**config.mk**
```make
export PLATFORM = sky130hd
export DESIGN_NAME = pba_queue
export DESIGN_NICKNAME = d
export VERILOG_FILES = /design/src/design/pba_pkg.sv /design/src/design/pba_queue.sv
export SDC_FILE = /design/constraint.sdc
export NUM_CORES = 1
export LEC_CHECK = 0
export BUFFER_PORTS_ARGS = -buffer_cell sky130_fd_sc_hd__clkbuf_2
export CORE_MARGIN = 5
export CORE_UTILIZATION = 45
export CTS_CLUSTER_DIAMETER = 120
export DETAILED_ROUTE_END_ITERATION = 10
export GPL_TIMING_DRIVEN = 0
export HOLD_SLACK_MARGIN = 0.03
export MAX_ROUTING_LAYER = met4
export PLACE_DENSITY = 0.82
export SETUP_SLACK_MARGIN = 0.5
export SYNTH_ARGS = -nofsm -noshare
export SYNTH_HDL_FRONTEND = slang
export SYNTH_SLANG_ARGS = --single-unit
```
**constraint.sdc**
```tcl
create_clock -name aclk -period 8.2 [get_ports aclk]
set_clock_uncertainty 0.05 [all_clocks]
set_input_delay 1.23 -clock aclk [delete_from_list [all_inputs] [get_ports aclk]]
set_output_delay 1.23 -clock aclk [all_outputs]
set_load 0.02 [all_outputs]
```
**src/design/pba_pkg.sv**
```systemverilog
// ----------------------------------------------------------------------------
// pba_pkg: shared types for the page bitmap allocator
// Command format passed from the front end to the back end, status codes
// and back-end state encoding.
// ----------------------------------------------------------------------------
`default_nettype none
package pba_pkg;

    // page numbers: a 32-bit address over a page of at least 256 bytes,
    // plus room for the page count of the largest bitmap
    localparam int PAGE_W = 25;

    typedef enum logic [1:0] {
        KIND_ALLOC      = 2'd0,
        KIND_FREE       = 2'd1,
        KIND_MARK_USED  = 2'd2,
        KIND_MARK_FREE  = 2'd3
    } kind_t;

    typedef enum logic [1:0] {
        ST_OK      = 2'd0,
        ST_INVALID = 2'd1,
        ST_NO_PAGE = 2'd2
    } status_t;

    typedef enum logic [1:0] {
        CMD_ALLOC   = 2'd0,
        CMD_MARK    = 2'd1,
        CMD_INVALID = 2'd2
    } cmd_op_t;

    typedef struct packed {
        cmd_op_t             op;
        logic                mark_set;   // 1: pages become available
        logic                clear_exh;  // single-page free clears exhausted
        logic [PAGE_W-1:0]   first;      // first page to mark
        logic [PAGE_W-1:0]   last;       // exclusive end page, capped
    } cmd_t;

    typedef enum logic [2:0] {
        BK_CLEAR,
        BK_IDLE,
        BK_SCAN_RD,
        BK_SCAN_CHK,
        BK_MARK_RD,
        BK_MARK_WR,
        BK_RESP
    } bk_state_t;

endpackage
`default_nettype wire

```
**src/design/pba_queue.sv**
```systemverilog
// ----------------------------------------------------------------------------
// pba_queue: two-entry command queue
// Decouples request acceptance from bitmap work.
// ----------------------------------------------------------------------------
`default_nettype none
module pba_queue (
    input  wire logic           aclk,
    input  wire logic           aresetn,
    input  wire logic           push,
    input  wire pba_pkg::cmd_t  push_cmd,
    output logic                full,
    input  wire logic           pop,
    output logic                not_empty,
    output pba_pkg::cmd_t       head
);
    pba_pkg::cmd_t  slot_reg [2];
    logic           wr_ptr_reg;
    logic           rd_ptr_reg;
    logic [1:0]     count_reg;

    assign full      = count_reg == 2'd2;
    assign not_empty = count_reg != 2'd0;
    assign head      = slot_reg[rd_ptr_reg];

    // store entries
    always_ff @(posedge aclk) begin
        if (push) begin
            slot_reg[wr_ptr_reg] <= push_cmd;
        end
    end

    // advance pointers
    always_ff @(posedge aclk) begin
        if (!aresetn) begin
            wr_ptr_reg <= 1'b0;
            rd_ptr_reg <= 1'b0;
            count_reg  <= 2'd0;
        end else begin
            if (push) wr_ptr_reg <= ~wr_ptr_reg;
            if (pop)  rd_ptr_reg <= ~rd_ptr_reg;
            count_reg <= count_reg + 2'(push) - 2'(pop);
        end
    end

endmodule
`default_nettype wire

```
==> metrics.csv, run 1 <==
stage,metric,value,unit
cells_and_area,area_growth_syn_to_layout,31.1,%
placement,portBuffers,113,
clock_network,htreeDepth,4,
detailed_routing,drcViolationCount,0,
yosys,ys_types,14,
sta,max-slew-margin-rel,52.1,%
run,maxCapViolations,0,
sta,rsz0062_at_grt,no,
floorplan,die_y,109,um
floorplan,core,9640,um^2
power_and_ir_drop,power_density,274,nW/um^2
yosys,netlist_area,4380,um^2
cells_and_area,largest_register_ffs,108,
detailed_routing,via_per_inst,4.56,
sta,period_share,35.8,%
sta,tightest_slew,0.716,ns
power_and_ir_drop,leakagePower,2.33,nW
floorplan,floorplan.initialDensity,45.4,%
clock_network,cts_sinks,113,
detailed_routing,num_vias,2138,
yosys,yosysWarnings,0,
detailed_routing,drt_iter0_drc,66,
worst_setup_path,crit_path_end_kind,output pin,
placement,pre_cts_ws,5.49,ns
placement,place_hpwl,5.15,mm
cells_and_area,insertedDiodeCount,0,
sta,finalSetupTns,0,ns
global_route,antenna_found_initial,0,
sta,hold_viol,0,
sta,post-route-min-period,2.93,ns
detailed_routing,drtPass1Iterations,4,
cells_and_area,drive_gt1_share,61.9,%
worst_setup_path,worstSetupPathType,reg -> out,
sta,drv_slew,0,
placement,place.gp.congestion,0.661,
power_and_ir_drop,ir_worst_vdd,163,uV
floorplan,ios,114,
worst_setup_path,start_kind,register,
clock_network,cts_buffer_depth,2,
global_route,globalRouteOverflowTotal,0,
sta,setup_viol_count_final,0,
sta,fin_ws,5.27,ns
worst_setup_path,r2r_slack,6.60,ns
floorplan,core.rowCount,36,
detailed_routing,totalWireLength,7.43,mm
floorplan,die_area,11800,um^2
global_route,first_global_vias,2297,
clock_network,hold_buffers,0,
sta,fmax,341,MHz
clock_network,ctsResizeCount,0,
floorplan,die_w,109,um
worst_setup_path,slowest_stage,dfxtp_1,
min_path,hp-class,reg -> reg,
global_route,grt_pass1_wl,11.4,mm
worst_setup_path,crit_fanout,10,
yosys,synthCells,189,
detailed_routing,wl_per_cell,15.8,um
worst_setup_path,crit_chain,buf_6 -> buf_12 -> mux2_4 -> clkbuf_2,
clock_network,clk_latency,0.49,ns
detailed_routing,detail-route-antenna-nets,0,
global_route,grt_max_degree,34,
run_status,status,"finished, final reports clean",
yosys,synth_seq_area_share,76.4,%
worst_setup_path,critical_path.max_stage_delay,0.32,ns
yosys,syn_avg_cell_area,23.2,um^2
cells_and_area,nNetsFinal,383,
clock_network,cts_root_buf,clkbuf_8,
power_and_ir_drop,p_total,1.57,mW
clock_network,cts_tree,yes,
yosys,ys_seq_elements,113,
worst_setup_path,worst_ep_required_time,6.92,ns
clock_network,clk_pin_slew,0.05,ns
yosys,synth_nets,249,
clock_network,post_cts_buffers,0,
clock_network,cts_buffers,17,
global_route,gr-usage-all-layers,13.5,%
worst_setup_path,crit_arrival,1.65,ns
==> final timing paths <==
path / depth (start not counted) / startpoint / to
min: 2 / rd_ptr_reg / rd_ptr_reg
max: 4 / register / head[11]
max reg2reg: 2 / wr_ptr_reg / slot_reg[1][43]
min reg2reg: 2 / rd_ptr_reg / rd_ptr_reg
==> cells by family after synthesis <==
kind of cell    count (synthesis)  synth area share, %
xor+xnor                        2                0.714
flops                         113                 76.4
simple gates                    9                 1.29
mux                            54                 18.2
fa+ha+maj                       2                0.572
buf+inv                         8                 2.72
compound gates                  1                0.172
==> critical path: cells and delay by family, from the launching register on <==
family	cells	cell delay (ns)
multiplexers	1	0.31
buffers and inverters	3	0.53
flip-flops	1	0.32
==> metal layers <==
layer | wire length (um) | up-vias | global-route usage (%)
li1 | - | 1013 | -
met1 | 2930 | 1053 | 14.9
met2 | 4010 | 65 | 23.0
met3 | 403 | 7 | 4.44
met4 | 81 | 0 | 4.87
met5 | 0 | - | -
==> where the power goes <==
group	switching (mW)	total, mW	internal [mW]
Sequential	0.00908	0.677	0.668
Clock	0.246	0.707	0.461
Combinational	0.0978	0.190	0.0926
==> final cells by class <==
type                       count  area (um^2)
fill                         764         3900
sequential                   113         3340
multi-input combinational     68          925
timing repair buffer         115          606
clock buffer                  18          418
tap                          133          166
clock inverter                14          164
buffer                         6          111
inverter                       2         7.51
==> stage by stage <==
| stage | util (%) | hold WS, ns | cells | cell area, um^2 |
|---|---|---|---|---|
| after floorplan | - | 0.505 | 189 | 4380 |
| after global placement | 53.0 | 0.516 | 435 | 5110 |
| after detailed placement | 53.5 | 0.533 | 437 | 5160 |
| after CTS | 59.6 | 0.547 | 469 | 5740 |
| after global routing | 59.6 | 0.571 | 469 | 5740 |
| final | 59.6 | 0.533 | 469 | 5740 |
==> cell usage after synthesis <==
cell type / number / share of area, %
and2_1: 4 / 0.57
buf_12: 5 / 2.3
buf_6: 1 / 0.26
dfxtp_1: 5 / 2.3
edfxtp_1: 108 / 74
ha_1: 2 / 0.57
inv_1: 2 / 0.17
mux2_2: 4 / 1.0
mux2_4: 50 / 17
nor2b_1: 4 / 0.57
o21a_1: 1 / 0.17
or2_2: 1 / 0.14
xnor3_1: 1 / 0.51
xor2_1: 1 / 0.20
==> layout by cell type (no fill, tap or decap), drive strengths merged <==
cell      Yosys  final
mux2         54     54
dfxtp         5      5
xor2          1      1
buf           6      8
o21a          1      1
nor2b         4      4
or2           1      1
ha            2      2
and2          4      4
xnor3         1      1
bufinv        0      3
clkbuf        0    131
clkinv        0      4
edfxtp      108    108
inv           2      4
clkinvlp      0      5
No activity file was read; power rests on OpenSTA's default activity.
==> run 2: changes to the inputs <==
--- a/config.mk
+++ b/config.mk
@@ -13,7 +13,7 @@
 export GPL_TIMING_DRIVEN = 0
 export HOLD_SLACK_MARGIN = 0.03
 export MAX_ROUTING_LAYER = met4
-export PLACE_DENSITY = 0.82
+export PLACE_DENSITY = 0.84
 export SETUP_SLACK_MARGIN = 0.5
 export SYNTH_ARGS = -nofsm -noshare
 export SYNTH_HDL_FRONTEND = slang
==> constraint.sdc (replaced) <==
create_clock -name aclk -period 2.6 [get_ports aclk]
set_clock_uncertainty 0.05 [all_clocks]
set_input_delay 0.39 -clock aclk [delete_from_list [all_inputs] [get_ports aclk]]
set_output_delay 0.39 -clock aclk [all_outputs]
set_load 0.02 [all_outputs]
==> metrics.csv, run 2 (synthesized netlist as in run 1, its figures left out) <==
stage,metric,value,unit,change
worst_setup_path,r2r_slack,0.67,ns,was 6.60 ns
sta,rsz0062_at_grt,yes,,was no
worst_setup_path,critical_path.max_stage_delay,0.37,ns,was 0.32 ns
global_route,grt_max_degree,55,,was 34
worst_setup_path,critPathMostFrequentCell,buf_12,,
detailed_routing,wl_per_cell,15.6,um,was 15.8 um
worst_setup_path,crit_chain,buf_12 -> buf_12 -> mux2_4 -> buf_2,,was buf_6 -> buf_12 -> mux2_4 -> clkbuf_2
floorplan,die_w,109,um,unchanged
placement,portBuffers,113,,unchanged
run_status,status,"finished, final reports clean",,unchanged
detailed_routing,drt_iter0_drc,88,,was 66
clock_network,cts_root_buf,clkbuf_8,,unchanged
floorplan,floorplan.initialDensity,45.4,%,unchanged
floorplan,ios,114,,unchanged
detailed_routing,detail-route-antenna-nets,0,,unchanged
sta,period_share,79.6,%,
sta,max-slew-margin-rel,12.2,%,was 52.1%
clock_network,cts_buffer_depth,2,,unchanged
global_route,grt_pass1_wl,12.5,mm,was 11.4 mm
sta,post-route-min-period,2.07,ns,
sta,fmax,483,MHz,
floorplan,core,9640,um^2,unchanged
sta,fin_ws,0.530,ns,was 5.27 ns
cells_and_area,layout_common_cells,"108 x edfxtp_1, 96 x clkbuf_2, 50 x mux2_4",,"was 113 x clkbuf_2, 108 x edfxtp_1, 50 x mux2_4"
floorplan,die_area,11800,um^2,unchanged
placement,pre_cts_ws,0.521,ns,was 5.49 ns
sta,finalSetupTns,0,ns,unchanged
worst_setup_path,worst_ep_required_time,2.16,ns,was 6.92 ns
cells_and_area,drive_gt1_share,55.4,%,was 61.9%
detailed_routing,drtPass1Iterations,4,,unchanged
detailed_routing,via_per_inst,4.62,,was 4.56
cells_and_area,largest_register_ffs,108,,unchanged
placement,place.gp.congestion,0.692,,was 0.661
sta,tightest_slew,1.32,ns,was 0.716 ns
run,maxCapViolations,0,,unchanged
floorplan,die_y,109,um,unchanged
clock_network,clk_latency,0.48,ns,was 0.49 ns
cells_and_area,final_common_cell,edfxtp_1,,was clkbuf_2
floorplan,core.rowCount,36,,unchanged
power_and_ir_drop,p_total,5.15,mW,was 1.57 mW
sta,holdWs,0.0626,ns,was 0.533 ns
cells_and_area,nNetsFinal,428,,was 383
clock_network,cts_tree,yes,,unchanged
worst_setup_path,slowest_stage,dfxtp_4,,was dfxtp_1
clock_network,clk_pin_slew,0.05,ns,about the same
power_and_ir_drop,ir_worst_vdd,507,uV,was 163 uV
detailed_routing,totalWireLength,8.00,mm,was 7.43 mm
clock_network,cts_buffers,17,,unchanged
global_route,gr-usage-all-layers,14.5,%,was 13.5%
clock_network,htreeDepth,4,,unchanged
clock_network,cts_sinks,113,,unchanged
global_route,first_global_vias,2560,,was 2297
cells_and_area,nFillCells,688,,was 764
power_and_ir_drop,leakagePower,2.55,nW,was 2.33 nW
worst_setup_path,worstSetupPathType,reg -> out,,unchanged
worst_setup_path,crit_arrival,1.63,ns,was 1.65 ns
global_route,antenna_found_initial,0,,unchanged
sta,hold_viol,0,,unchanged
detailed_routing,drcViolationCount,0,,unchanged
min_path,hp-class,in -> reg,,was reg -> reg
worst_setup_path,start_kind,register,,unchanged
sta,drv_slew,0,,unchanged
power_and_ir_drop,power_density,827,nW/um^2,was 274 nW/um^2
worst_setup_path,crit_fanout,10,,unchanged
placement,place_hpwl,5.05,mm,was 5.15 mm
cells_and_area,insertedDiodeCount,0,,unchanged
worst_setup_path,crit_path_end_kind,output pin,,unchanged
cells_and_area,area_growth_syn_to_layout,42.3,%,was 31.1%
global_route,globalRouteOverflowTotal,0,,unchanged
sta,setup_viol_count_final,0,,unchanged
detailed_routing,num_vias,2373,,was 2138
## run 2: changes by cell type in the layout (fill, tap and decap cells not counted), moves of 2 or more
cell,delta
clkinvlp_4,-3
clkinv_2,+2
clkbuf_2,-17
inv_6,-2
dlygate4sd3_1,+43
clkbuf_8,+2
buf_2,+17
buf_4,+2
## run 2: through the flow
stage	area, um^2	std cells	utilization [%]
4_1_cts	6170	510	64.0
6_report	6230	514	64.6
3_5_place_dp	5140	436	53.3
2_1_floorplan	4390	189	-
5_1_grt	6230	514	64.6
3_3_place_gp	5120	435	53.1
## run 2: path summary, 6_finish.rpt
path,from,endpoint,depth (start not counted)
hold / removal,push_cmd[7],slot_reg[0][7],1
setup / recovery,register,head[36],4
hold reg to reg,rd_ptr_reg,register,2
setup reg to reg,wr_ptr_reg,slot_reg[1][39],1
## run 2: critical path: cells and delay by family (launching register included)
kind | cells | cell delay [ns]
buffers and inverters | 3 | 0.46
multiplexers | 1 | 0.30
flip-flops | 1 | 0.37
## run 2: cell type report
cell class | count | area [um^2] | share of cell area [%]
buffer | 6 | 120 | 1.93
timing repair buffer | 160 | 1060 | 16.9
tap | 133 | 166 | 2.67
clock inverter | 11 | 160 | 2.57
clock buffer | 21 | 449 | 7.21
multi-input combinational | 68 | 925 | 14.8
sequential | 113 | 3350 | 53.7
inverter | 2 | 7.51 | 0.120
## run 2: what timing repair did
action                     in CTS  in global routing
resized for setup               2                 19
pin swaps                       0                  0
setup buffers                   2                  0
hold endpoints to repair       78                  5
hold buffers                   40                  3
setup endpoints to repair      50                 52
gates cloned                    0                  1
## run 2: layer usage
layer | vias to the layer above | share of wire (%) | global-route usage [%]
met5 | - | 0 | -
met4 | 0 | 0.71 | 4.06
met3 | 6 | 4.7 | 4.56
met2 | 72 | 54 | 25.4
met1 | 1188 | 41 | 16.1
li1 | 1107 | - | -
## run 2: report_power, final
group          total, mW  leakage (nW)  internal [mW]  switching (mW)
logic              0.669          1.19          0.346           0.324
clock network       2.35         0.297           1.60           0.748
registers           2.14          1.06           2.11          0.0312
total               5.15          2.55           4.05            1.10
