--- config.mk ---
export PLATFORM = sky130hd
export DESIGN_NAME = pba_front
export DESIGN_NICKNAME = d
export VERILOG_FILES = /design/src/design/pba_pkg.sv /design/src/design/pba_front.sv
export SDC_FILE = /design/constraint.sdc
export NUM_CORES = 1
export LEC_CHECK = 0
export ABC_AREA = 1
export BUFFER_PORTS_ARGS = -buffer_cell sky130_fd_sc_hd__buf_2
export CAP_MARGIN = 20
export CORE_MARGIN = 2
export CORE_UTILIZATION = 53
export DETAILED_ROUTE_END_ITERATION = 7
export PLACE_DENSITY = 0.94
export REMOVE_ABC_BUFFERS = 1
export SYNTH_ARGS = -nofsm -noshare
export SYNTH_HDL_FRONTEND = slang
export SYNTH_SLANG_ARGS = --single-unit
export TNS_END_PERCENT = 1
--- constraint.sdc ---
create_clock -name vclk -period 3.9
set_clock_uncertainty 0.2 [all_clocks]
set_input_delay 0.78 -clock vclk [all_inputs]
set_output_delay 0.78 -clock vclk [all_outputs]
set_load 0.03 [all_outputs]
--- src/design/pba_pkg.sv ---
// ----------------------------------------------------------------------------
// pba_pkg: shared types for the page bitmap allocator
// Command format passed from the front end to the back end, status codes
// and back-end state encoding.
// ----------------------------------------------------------------------------
`default_nettype none
package pba_pkg;

    // page numbers: a 32-bit address over a page of at least 256 bytes,
    // plus room for the page count of the largest bitmap
    localparam int PAGE_W = 25;

    typedef enum logic [1:0] {
        KIND_ALLOC      = 2'd0,
        KIND_FREE       = 2'd1,
        KIND_MARK_USED  = 2'd2,
        KIND_MARK_FREE  = 2'd3
    } kind_t;

    typedef enum logic [1:0] {
        ST_OK      = 2'd0,
        ST_INVALID = 2'd1,
        ST_NO_PAGE = 2'd2
    } status_t;

    typedef enum logic [1:0] {
        CMD_ALLOC   = 2'd0,
        CMD_MARK    = 2'd1,
        CMD_INVALID = 2'd2
    } cmd_op_t;

    typedef struct packed {
        cmd_op_t             op;
        logic                mark_set;   // 1: pages become available
        logic                clear_exh;  // single-page free clears exhausted
        logic [PAGE_W-1:0]   first;      // first page to mark
        logic [PAGE_W-1:0]   last;       // exclusive end page, capped
    } cmd_t;

    typedef enum logic [2:0] {
        BK_CLEAR,
        BK_IDLE,
        BK_SCAN_RD,
        BK_SCAN_CHK,
        BK_MARK_RD,
        BK_MARK_WR,
        BK_RESP
    } bk_state_t;

endpackage
`default_nettype wire

--- src/design/pba_front.sv ---
// ----------------------------------------------------------------------------
// pba_front: request classifier
// Checks alignment and ordering of the addresses and turns each request
// into a command with page bounds clipped to the bitmap.
// ----------------------------------------------------------------------------
`default_nettype none
module pba_front #(
    parameter int PAGE_BYTES   = 4096,
    parameter int BITMAP_BYTES = 131072
) (
    input  wire logic [1:0]     kind,
    input  wire logic [31:0]    req_base,
    input  wire logic [31:0]    req_limit,
    output pba_pkg::cmd_t       cmd
);
    localparam int PAGE_SHIFT = $clog2(PAGE_BYTES);
    localparam logic [pba_pkg::PAGE_W-1:0] CAP =
        pba_pkg::PAGE_W'(BITMAP_BYTES * 8);

    logic                        start_mis;
    logic                        end_mis;
    logic [pba_pkg::PAGE_W-1:0]  ps;
    logic [pba_pkg::PAGE_W-1:0]  pe;
    logic [pba_pkg::PAGE_W-1:0]  ps_inc;

    assign start_mis = req_base[PAGE_SHIFT-1:0] != '0;
    assign end_mis   = req_limit[PAGE_SHIFT-1:0] != '0;
    assign ps        = pba_pkg::PAGE_W'(req_base >> PAGE_SHIFT);
    assign pe        = pba_pkg::PAGE_W'(req_limit >> PAGE_SHIFT);
    assign ps_inc    = ps + pba_pkg::PAGE_W'(1);

    // classify the request
    always_comb begin
        cmd.op        = pba_pkg::CMD_ALLOC;
        cmd.mark_set  = 1'b0;
        cmd.clear_exh = 1'b0;
        cmd.first     = ps;
        cmd.last      = ps;
        unique case (pba_pkg::kind_t'(kind))
            pba_pkg::KIND_ALLOC: begin
                cmd.op = pba_pkg::CMD_ALLOC;
            end
            pba_pkg::KIND_FREE: begin
                if (start_mis) begin
                    cmd.op = pba_pkg::CMD_INVALID;
                end else begin
                    cmd.op        = pba_pkg::CMD_MARK;
                    cmd.mark_set  = 1'b1;
                    cmd.clear_exh = 1'b1;
                    cmd.last      = (ps_inc > CAP) ? CAP : ps_inc;
                end
            end
            default: begin
                if (start_mis || end_mis || req_limit < req_base) begin
                    cmd.op = pba_pkg::CMD_INVALID;
                end else begin
                    cmd.op       = pba_pkg::CMD_MARK;
                    cmd.mark_set = kind == pba_pkg::KIND_MARK_FREE;
                    cmd.last     = (pe > CAP) ? CAP : pe;
                end
            end
        endcase
    end

endmodule
`default_nettype wire

==> results of run 1 <==
layer usage:
layer	global-route usage, %	routed length, microns
met1	41.2	3450
met2	54.7	4080
met3	4.72	894
met4	7.20	110
met5	0	0
cells in the final DEF (no fill, tap or decap), types with 9 or more instances in the layout:
| cell | netlist | routed |
|---|---|---|
| buf_4 | 29 | 11 |
| buf_2 | 7 | 110 |
| nand4_1 | 19 | 19 |
| ha_1 | 32 | 32 |
| nor2_1 | 52 | 52 |
| a21oi_1 | 24 | 24 |
| nand3b_1 | 9 | 9 |
| nand3_1 | 48 | 48 |
| o21ai_0 | 12 | 11 |
| nand2_1 | 131 | 130 |
| conb_1 | 1 | 9 |
| inv_1 | 48 | 47 |
synthesized netlist by cell type (2+ instances only):
master and count:
nand2_1 131, nor2_1 52, inv_1 48, nand3_1 48
ha_1 32, buf_4 29, a21oi_1 24, nand4_1 19
o21ai_0 12, nand3b_1 9, buf_2 7, nor2_2 6
nand2_2 5, nor3_1 5, nor4_1 5, o22ai_1 4
xor2_1 4, a21oi_2 3, nor2_4 3, clkbuf_1 2
clkbuf_8 2
critical path: cells and delay by family:
| family | cells | cell delay (ps) |
|---|---|---|
| adder cells (fa/ha/maj) | 1 | 310 |
| AO/OA/AOI/OAI | 1 | 80 |
| buffers and inverters | 4 | 710 |
| AND/OR/NAND/NOR | 9 | 920 |
cell families after synthesis:
family                   share of synthesized area [%]
buffers and inverters                             18.9
AND/OR/NAND/NOR                                   53.1
XOR/XNOR                                          1.41
adder cells (fa/ha/maj)                           16.1
other                                            0.151
AO/OA/AOI/OAI                                     10.3
power groups by stage:
stage / clock network, uW / registers (uW) / logic (uW)
final: 0 / 0 / 334
after global routing: 0 / 0 / 365
after CTS: 0 / 0 / 327
after detailed placement: 0 / 0 / 325
after global placement: 0 / 0 / 317
after floorplan: 0 / 0 / 176
through the flow:
step / TNS (ps) / instances
final: 0 / 603
after detailed placement: 0 / 602
after global placement: 0 / 602
after global routing: 0 / 603
after floorplan: -5.72 / 427
after CTS: 0 / 602
worst paths after layout:
check / to / depth (start not counted) / slack [ps] / start
setup / recovery: cmd[1] / 15 / 110 / req_base[22]
hold / removal: cmd[43] / 2 / 1670 / req_base[30]
repair_timing:
action	4_1_cts	5_1_grt
setup endpoints to repair	0	15
resized for setup	0	6
buffers inserted	0	0
final cells by class:
class	count	share of cell area, %
Multi-Input combinational cell	379	68.9
Tap cell	52	2.17
Inverter	48	6.02
Timing Repair Buffer	124	22.9
==> impl_metrics.tcl, run 1 <==
set metrics [dict create \
    power_uw 334 \
    track_usage_pct 31.6 \
    synth_area_leader_cell "nand2_1" \
    critPathKind "input pin to primary output" \
    fmax_ghz 0.264 \
    io_pins 120 \
    drt_wl_total_mm 8.54 \
    fillCellCount 441 \
    fp.coreArea_sq_um 4440 \
    power_frac_clock_pct 0 \
    dpl_cell_area_sq_um 2950 \
    synth_top_area_share_pct 19.7 \
    setup_viol_count_final 0 \
    critPathMaxStageDelay_ps 310 \
    syn_area_per_cell_sq_um 5.42 \
    maxCapViolations 0 \
    die_h_microns 72.6 \
    cp.arrival_ps 2810 \
    yosysWarnings 0 \
    start_kind "input pin" \
    status "complete, no violations" \
    port_buffers 111 \
    setup.worst_path.end_class "primary output" \
    diodes 0 \
    wl_per_cell_microns 14.2 \
    register_area_sq_um 0 \
    gr-total-overflow 0 \
    die_x_microns 72.6 \
    crit_required_ps 2920 \
    power.density_nw_per_um2 112 \
    nFlopsAndLatches 0 \
    rsz0062_at_grt "no" \
    ys_types 31 \
    grt_pass1_vias 3159 \
    p_int_uw 108 \
    swShare_pct 67.6 \
    clkbuf_count 0 \
    syn2layout_area_growth_pct 20.2 \
    initial_core_util_pct 56.1 \
    antenna_left 0 \
    yosys-top-cells-area "nand2_1 (20%), ha_1 (16%), nand3_1 (9.6%)" \
    vias 3394 \
    grt_pass1_wl_mm 13.9 \
    final_util_pct 67.4 \
    place.gp.congestion 0.996 \
    grt_max_degree 28 \
    multi_input_area_sq_um 2060 \
    setup_slack_ps 111 \
    postCtsHoldBufs 0 \
    post-place-ws_ps 123 \
    path_max_fanout 11 \
    whs_ps 1670 \
    pwr-share-comb_pct 100.0 \
    switchingPower_uw 226 \
    slew_violations 0 \
    fin_area_sq_um 2990 \
    num-nets-final 651 \
    hp-class "input pin to primary output" \
    crit_path_cell_trace "buf_2, inv_1, ha_1, nand2_1, nor2_1, nand2_1, nand3_1, a21oi_1, nand2_1, buf_4, nand3_1, nand2_1, nand2_1, nand2_1, buf_2" \
    min_period_ps 3790 \
    antenna_found_initial 0 \
    syn_area_sq_um 2490 \
    ys_seq_area_share_pct 0 \
    hold_violations 0 \
    fin_crit_sh_pct 97.2 \
    peakVddDrop_uv 70.3 \
    drtIter0Drc 267 \
    routed_via_density 5.63 \
    slowest_stage "ha_1" \
    drc_errors 0 \
    seqPwrFrac_pct 0 \
    dr.pass1.iters 6 \
    dieArea_sq_um 5260 \
    drive_above_1_share_pct 27.0 \
    syn_inst 460 \
    hpwl_mm 6.97 \
    num_rows 24 \
    leakage_uw 0.00171 \
    crit_top_cell "nand2_1" \
]
Note: power is estimated with default switching activity, not from simulation.
==> run 2: changes to the inputs <==
--- a/config.mk
+++ b/config.mk
@@ -11,7 +11,7 @@
 export CORE_MARGIN = 2
 export CORE_UTILIZATION = 53
 export DETAILED_ROUTE_END_ITERATION = 7
-export PLACE_DENSITY = 0.94
+export PLACE_DENSITY = 0.88
 export REMOVE_ABC_BUFFERS = 1
 export SYNTH_ARGS = -nofsm -noshare
 export SYNTH_HDL_FRONTEND = slang
==> run 2 against run 1 <==
Against the previous run:
- via count up 1.6%
- die area stayed put
- worst setup slack better by 89 ps
- largest cell class unchanged
- largest power group unchanged
- hold slack improved by 5.4 ps
- routed wire length down 2.4%
- non-clock buffer count rose by 9
- count of clock-buffer cells in the layout unchanged
- global-route usage is 0.65 points lower
- combinational power is 3% higher
- sequential cell count unchanged
- first-iteration DRC count rose by 1.1%
- final area is 2.7% higher
==> impl_metrics.tcl, run 2 (synthesis results as in run 1) <==
set metrics [dict create \
    num-nets-final 660 \
    drive_above_1_share_pct 28.9 \
    post-place-ws_ps -71.5 \
    register_area_sq_um 0 \
    clkbuf_count 0 \
    swShare_pct 66.0 \
    routed_via_density 5.64 \
    hold_violations 0 \
    switchingPower_uw 228 \
    antenna_left 0 \
    power.density_nw_per_um2 112 \
    path_max_fanout 12 \
    grt_pass1_vias 3143 \
    layout_common_cells "nand2_1 (128), buf_2 (108), nor2_1 (51), inv_1 (48), nand3_1 (48)" \
    power_frac_clock_pct 0 \
    met1Wirelength_mm 3.54 \
    fin_crit_sh_pct 94.9 \
    setup_slack_ps 200 \
    critPathKind "input pin to primary output" \
    whs_ps 1670 \
    nFlopsAndLatches 0 \
    num_rows 24 \
    leakage_uw 0.00176 \
    slew_violations 0 \
    postCtsHoldBufs 0 \
    grt_pass1_wl_mm 13.5 \
    seqPwrFrac_pct 0 \
    drt_wl_total_mm 8.33 \
    cp.arrival_ps 2720 \
    fillCellCount 414 \
    p_int_uw 118 \
    multi_input_area_sq_um 2090 \
    maxCapViolations 0 \
    final_util_pct 69.2 \
    min_period_ps 3700 \
    wl_per_cell_microns 13.6 \
    vias 3450 \
    rsz0062_at_grt "no" \
    pwr-share-comb_pct 100.0 \
    initial_core_util_pct 56.1 \
    setup.worst_path.end_class "primary output" \
    gr-total-overflow 0 \
    diodes 0 \
    setup_viol_count_final 0 \
    syn2layout_area_growth_pct 23.5 \
    crit_required_ps 2920 \
    fmax_ghz 0.270 \
    wl_met3_microns 742 \
    dr.pass1.iters 5 \
    die_h_microns 72.6 \
    status "complete, no violations" \
    dieArea_sq_um 5260 \
    io_pins 120 \
    wl_met2_mm 3.94 \
    drtIter0Drc 270 \
    fp.coreArea_sq_um 4440 \
    place.gp.congestion 0.977 \
    die_x_microns 72.6 \
    antenna_found_initial 0 \
    hpwl_mm 6.94 \
    start_kind "input pin" \
    track_usage_pct 31.0 \
    drc_errors 0 \
    highest_layer "met4" \
    port_buffers 111 \
    hp-class "input pin to primary output" \
    peakVddDrop_uv 61.3 \
    final_common_cell "nand2_1" \
    grt_max_degree 21 \
]
-- run 2: cell types whose count changed in the layout (fill, tap and decap cells not counted), sizes merged --
cell / previous run / this run
buf: 122 / 130
clkbuf: 2 / 3
-- run 2: power groups by stage --
stage | logic [uW] | registers (uW) | clock network, uW
3_5_place_dp | 330 | 0 | 0
5_1_grt | 380 | 0 | 0
6_report | 345 | 0 | 0
4_1_cts | 332 | 0 | 0
2_1_floorplan | 176 | 0 | 0
3_3_place_gp | 323 | 0 | 0
-- run 2: path summary, 6_finish.rpt --
kind | startpoint | to | slack (ps) | cells past startpoint
setup / recovery | req_base[25] | cmd[13] | 200 | 16
hold / removal | req_base[25] | cmd[38] | 1670 | 2
-- run 2: repair_timing --
action | 4_1_cts | 5_1_grt
gates resized for setup | 1 | 17
buffers inserted | 0 | 1
setup endpoints to repair | 18 | 21
-- run 2: per-stage QoR --
stage          area (sq um)  total power, uW  TNS [ps]  cells
2_1_floorplan          2230              176     -5.72    427
3_3_place_gp           3010              323         0    611
3_5_place_dp           3010              330      -511    611
4_1_cts                3010              332         0    611
5_1_grt                3080              380         0    612
6_report               3080              345         0    612
-- run 2: final cells by class --
cell class	count	share of cell area (%)
repair buffers	133	24.0
multi-input cells	379	68.0
inverters	48	5.86
well taps	52	2.12
-- run 2: layer usage --
layer	vias to the layer above	GRT usage [%]
met5	-	0
met4	0	5.56
met1	1518	41.2
met2	213	55.2
li1	1705	-
met3	14	2.08
-- run 2: critical path, stage by stage --
cell and delay (ps):
buf_2 130, inv_1 80, ha_1 320, a21oi_2 160, o21ai_1 100, nand2_1 80, nand3_1 110, a21oi_2 180
nand2_4 100, nand2_2 90, buf_6 150, nand2_1 60, nand2_1 50, nand2_1 50, nand2_1 80, buf_2 200
==> run 3: changes to the inputs <==
--- a/config.mk
+++ b/config.mk
@@ -8,10 +8,12 @@
 export ABC_AREA = 1
 export BUFFER_PORTS_ARGS = -buffer_cell sky130_fd_sc_hd__buf_2
 export CAP_MARGIN = 20
+export CORE_ASPECT_RATIO = 0.9
 export CORE_MARGIN = 2
 export CORE_UTILIZATION = 53
 export DETAILED_ROUTE_END_ITERATION = 7
-export PLACE_DENSITY = 0.88
+export GPL_ROUTABILITY_DRIVEN = 0
+export PLACE_DENSITY = 0.9
 export REMOVE_ABC_BUFFERS = 1
 export SYNTH_ARGS = -nofsm -noshare
 export SYNTH_HDL_FRONTEND = slang
==> run 3 against run 2 <==
Against the previous run:
- fmax down 1.8%
- combinational power down 2%
- final area down 2.2%
- worst setup slack worse by 66 ps
- sequential cell count unchanged
- final cell count up 0.82%
- first-iteration DRC count up 53%
==> impl_metrics.tcl, run 3 (synthesis results as in run 1) <==
set metrics [dict create \
    dr.pass1.iters 6 \
    status "complete, no violations" \
    whs_ps 1660 \
    setup_viol_count_final 0 \
    drc_errors 0 \
    path_buf_inv 4 \
    crit_required_ps 2920 \
    track_usage_pct 29.5 \
    initial_core_util_pct 55.5 \
    slew_violations 0 \
    start_kind "input pin" \
    io_pins 120 \
    critPathKind "input pin to primary output" \
    port_buffers 111 \
    hpwl_mm 6.77 \
    fmax_ghz 0.266 \
    drive_above_1_share_pct 27.6 \
    num-nets-final 655 \
    nFlopsAndLatches 0 \
    min_period_ps 3770 \
    die_x_microns 76.3 \
    maxCapViolations 0 \
    path_max_fanout 12 \
    layout_common_cells "nand2_1 (129), buf_2 (111), nor2_1 (52), inv_1 (48), nand3_1 (48)" \
    drtIter0Drc 412 \
    crit_top_cell "nand2_1" \
    rsz0062_at_grt "yes" \
    hold_violations 0 \
    routed_via_density 5.67 \
    wl_per_cell_microns 13.4 \
    critPathMaxStageDelay_ps 340 \
    setup.worst_path.end_class "primary output" \
    fin_crit_sh_pct 96.6 \
    drt_wl_total_mm 8.30 \
    final_common_cell "nand2_1" \
    grt_pass1_wl_mm 13.5 \
    antenna_left 0 \
    crit_path_cell_trace "buf_2, inv_1, ha_1, a21oi_1, o21ai_0, nand2_1, nand3_1, a21oi_1, nand2_2, nand2_1, buf_4, nand2_1, nand2_1, nand2_1, nand2_1, buf_2" \
    min_from "req_base[30]" \
    hold_depth 2 \
    num_rows 23 \
    clkbuf_count 0 \
    antenna_found_initial 0 \
    slowest_stage "ha_1" \
    diodes 0 \
    syn2layout_area_growth_pct 20.7 \
    die_h_microns 69.0 \
    power_uw 337 \
    dieArea_sq_um 5270 \
    cp_top_family "buffers and inverters" \
    vias 3499 \
    peakVddDrop_uv 63.7 \
    cp.arrival_ps 2790 \
    register_area_sq_um 0 \
    cts_setup_buffers 0 \
    min_to "cmd[43]" \
    grt_max_degree 28 \
    hp-class "input pin to primary output" \
    power.density_nw_per_um2 112 \
    leakage_uw 0.00172 \
    fp.coreArea_sq_um 4490 \
    grt_pass1_vias 3061 \
    gr-total-overflow 0 \
]
[run 3: changes by cell type in the layout (fill, tap and decap cells not counted), sizes merged]
cell,change
buf,-2
clkbuf,-3
[run 3: metal layers]
metal | vias up | track usage [%] | routed length [microns]
li1 | 1688 | - | -
met1 | 1524 | 39.6 | 3200
met2 | 246 | 49.1 | 3790
met3 | 41 | 3.80 | 1050
met4 | 0 | 9.09 | 264
met5 | - | 0 | 0
[run 3: cell type report]
class                      instances  area [sq um]
multi-input combinational        379          2070
timing repair buffer             128           683
fill                             419          1480
inverter                          48           180
tap                               62          77.6
[run 3: timing repair]
| item | in CTS | in global routing |
|---|---|---|
| resized for setup | 0 | 5 |
| endpoints found under the setup margin | 0 | 21 |
| hold buffers | 0 | 0 |
[run 3: worst max-delay path by stage]
stage	start	end	cells after the start
2_1_floorplan	req_base[1]	cmd[20]	7
3_3_place_gp	req_base[30]	cmd[13]	16
3_5_place_dp	req_base[30]	cmd[13]	16
4_1_cts	req_base[30]	cmd[13]	16
5_1_grt	req_base[30]	cmd[7]	16
6_report	req_base[27]	cmd[13]	16
[run 3: metrics by stage]
step | TNS, ps | utilization (%) | cells | instance area (sq um) | setup WS, ps
2_1_floorplan | -5.72 | - | 427 | 2230 | -5.72
3_3_place_gp | 0 | 66.6 | 617 | 2990 | 185
3_5_place_dp | 0 | 66.6 | 617 | 2990 | 81.4
4_1_cts | 0 | 66.6 | 617 | 2990 | 89.4
5_1_grt | -62.7 | 67.0 | 617 | 3010 | -17.8
6_report | 0 | 67.0 | 617 | 3010 | 134
[run 3: where the power goes]
group	switching (uW)	internal, uW	total [uW]
logic	226	111	337
clock network	0	0	0
registers	0	0	0
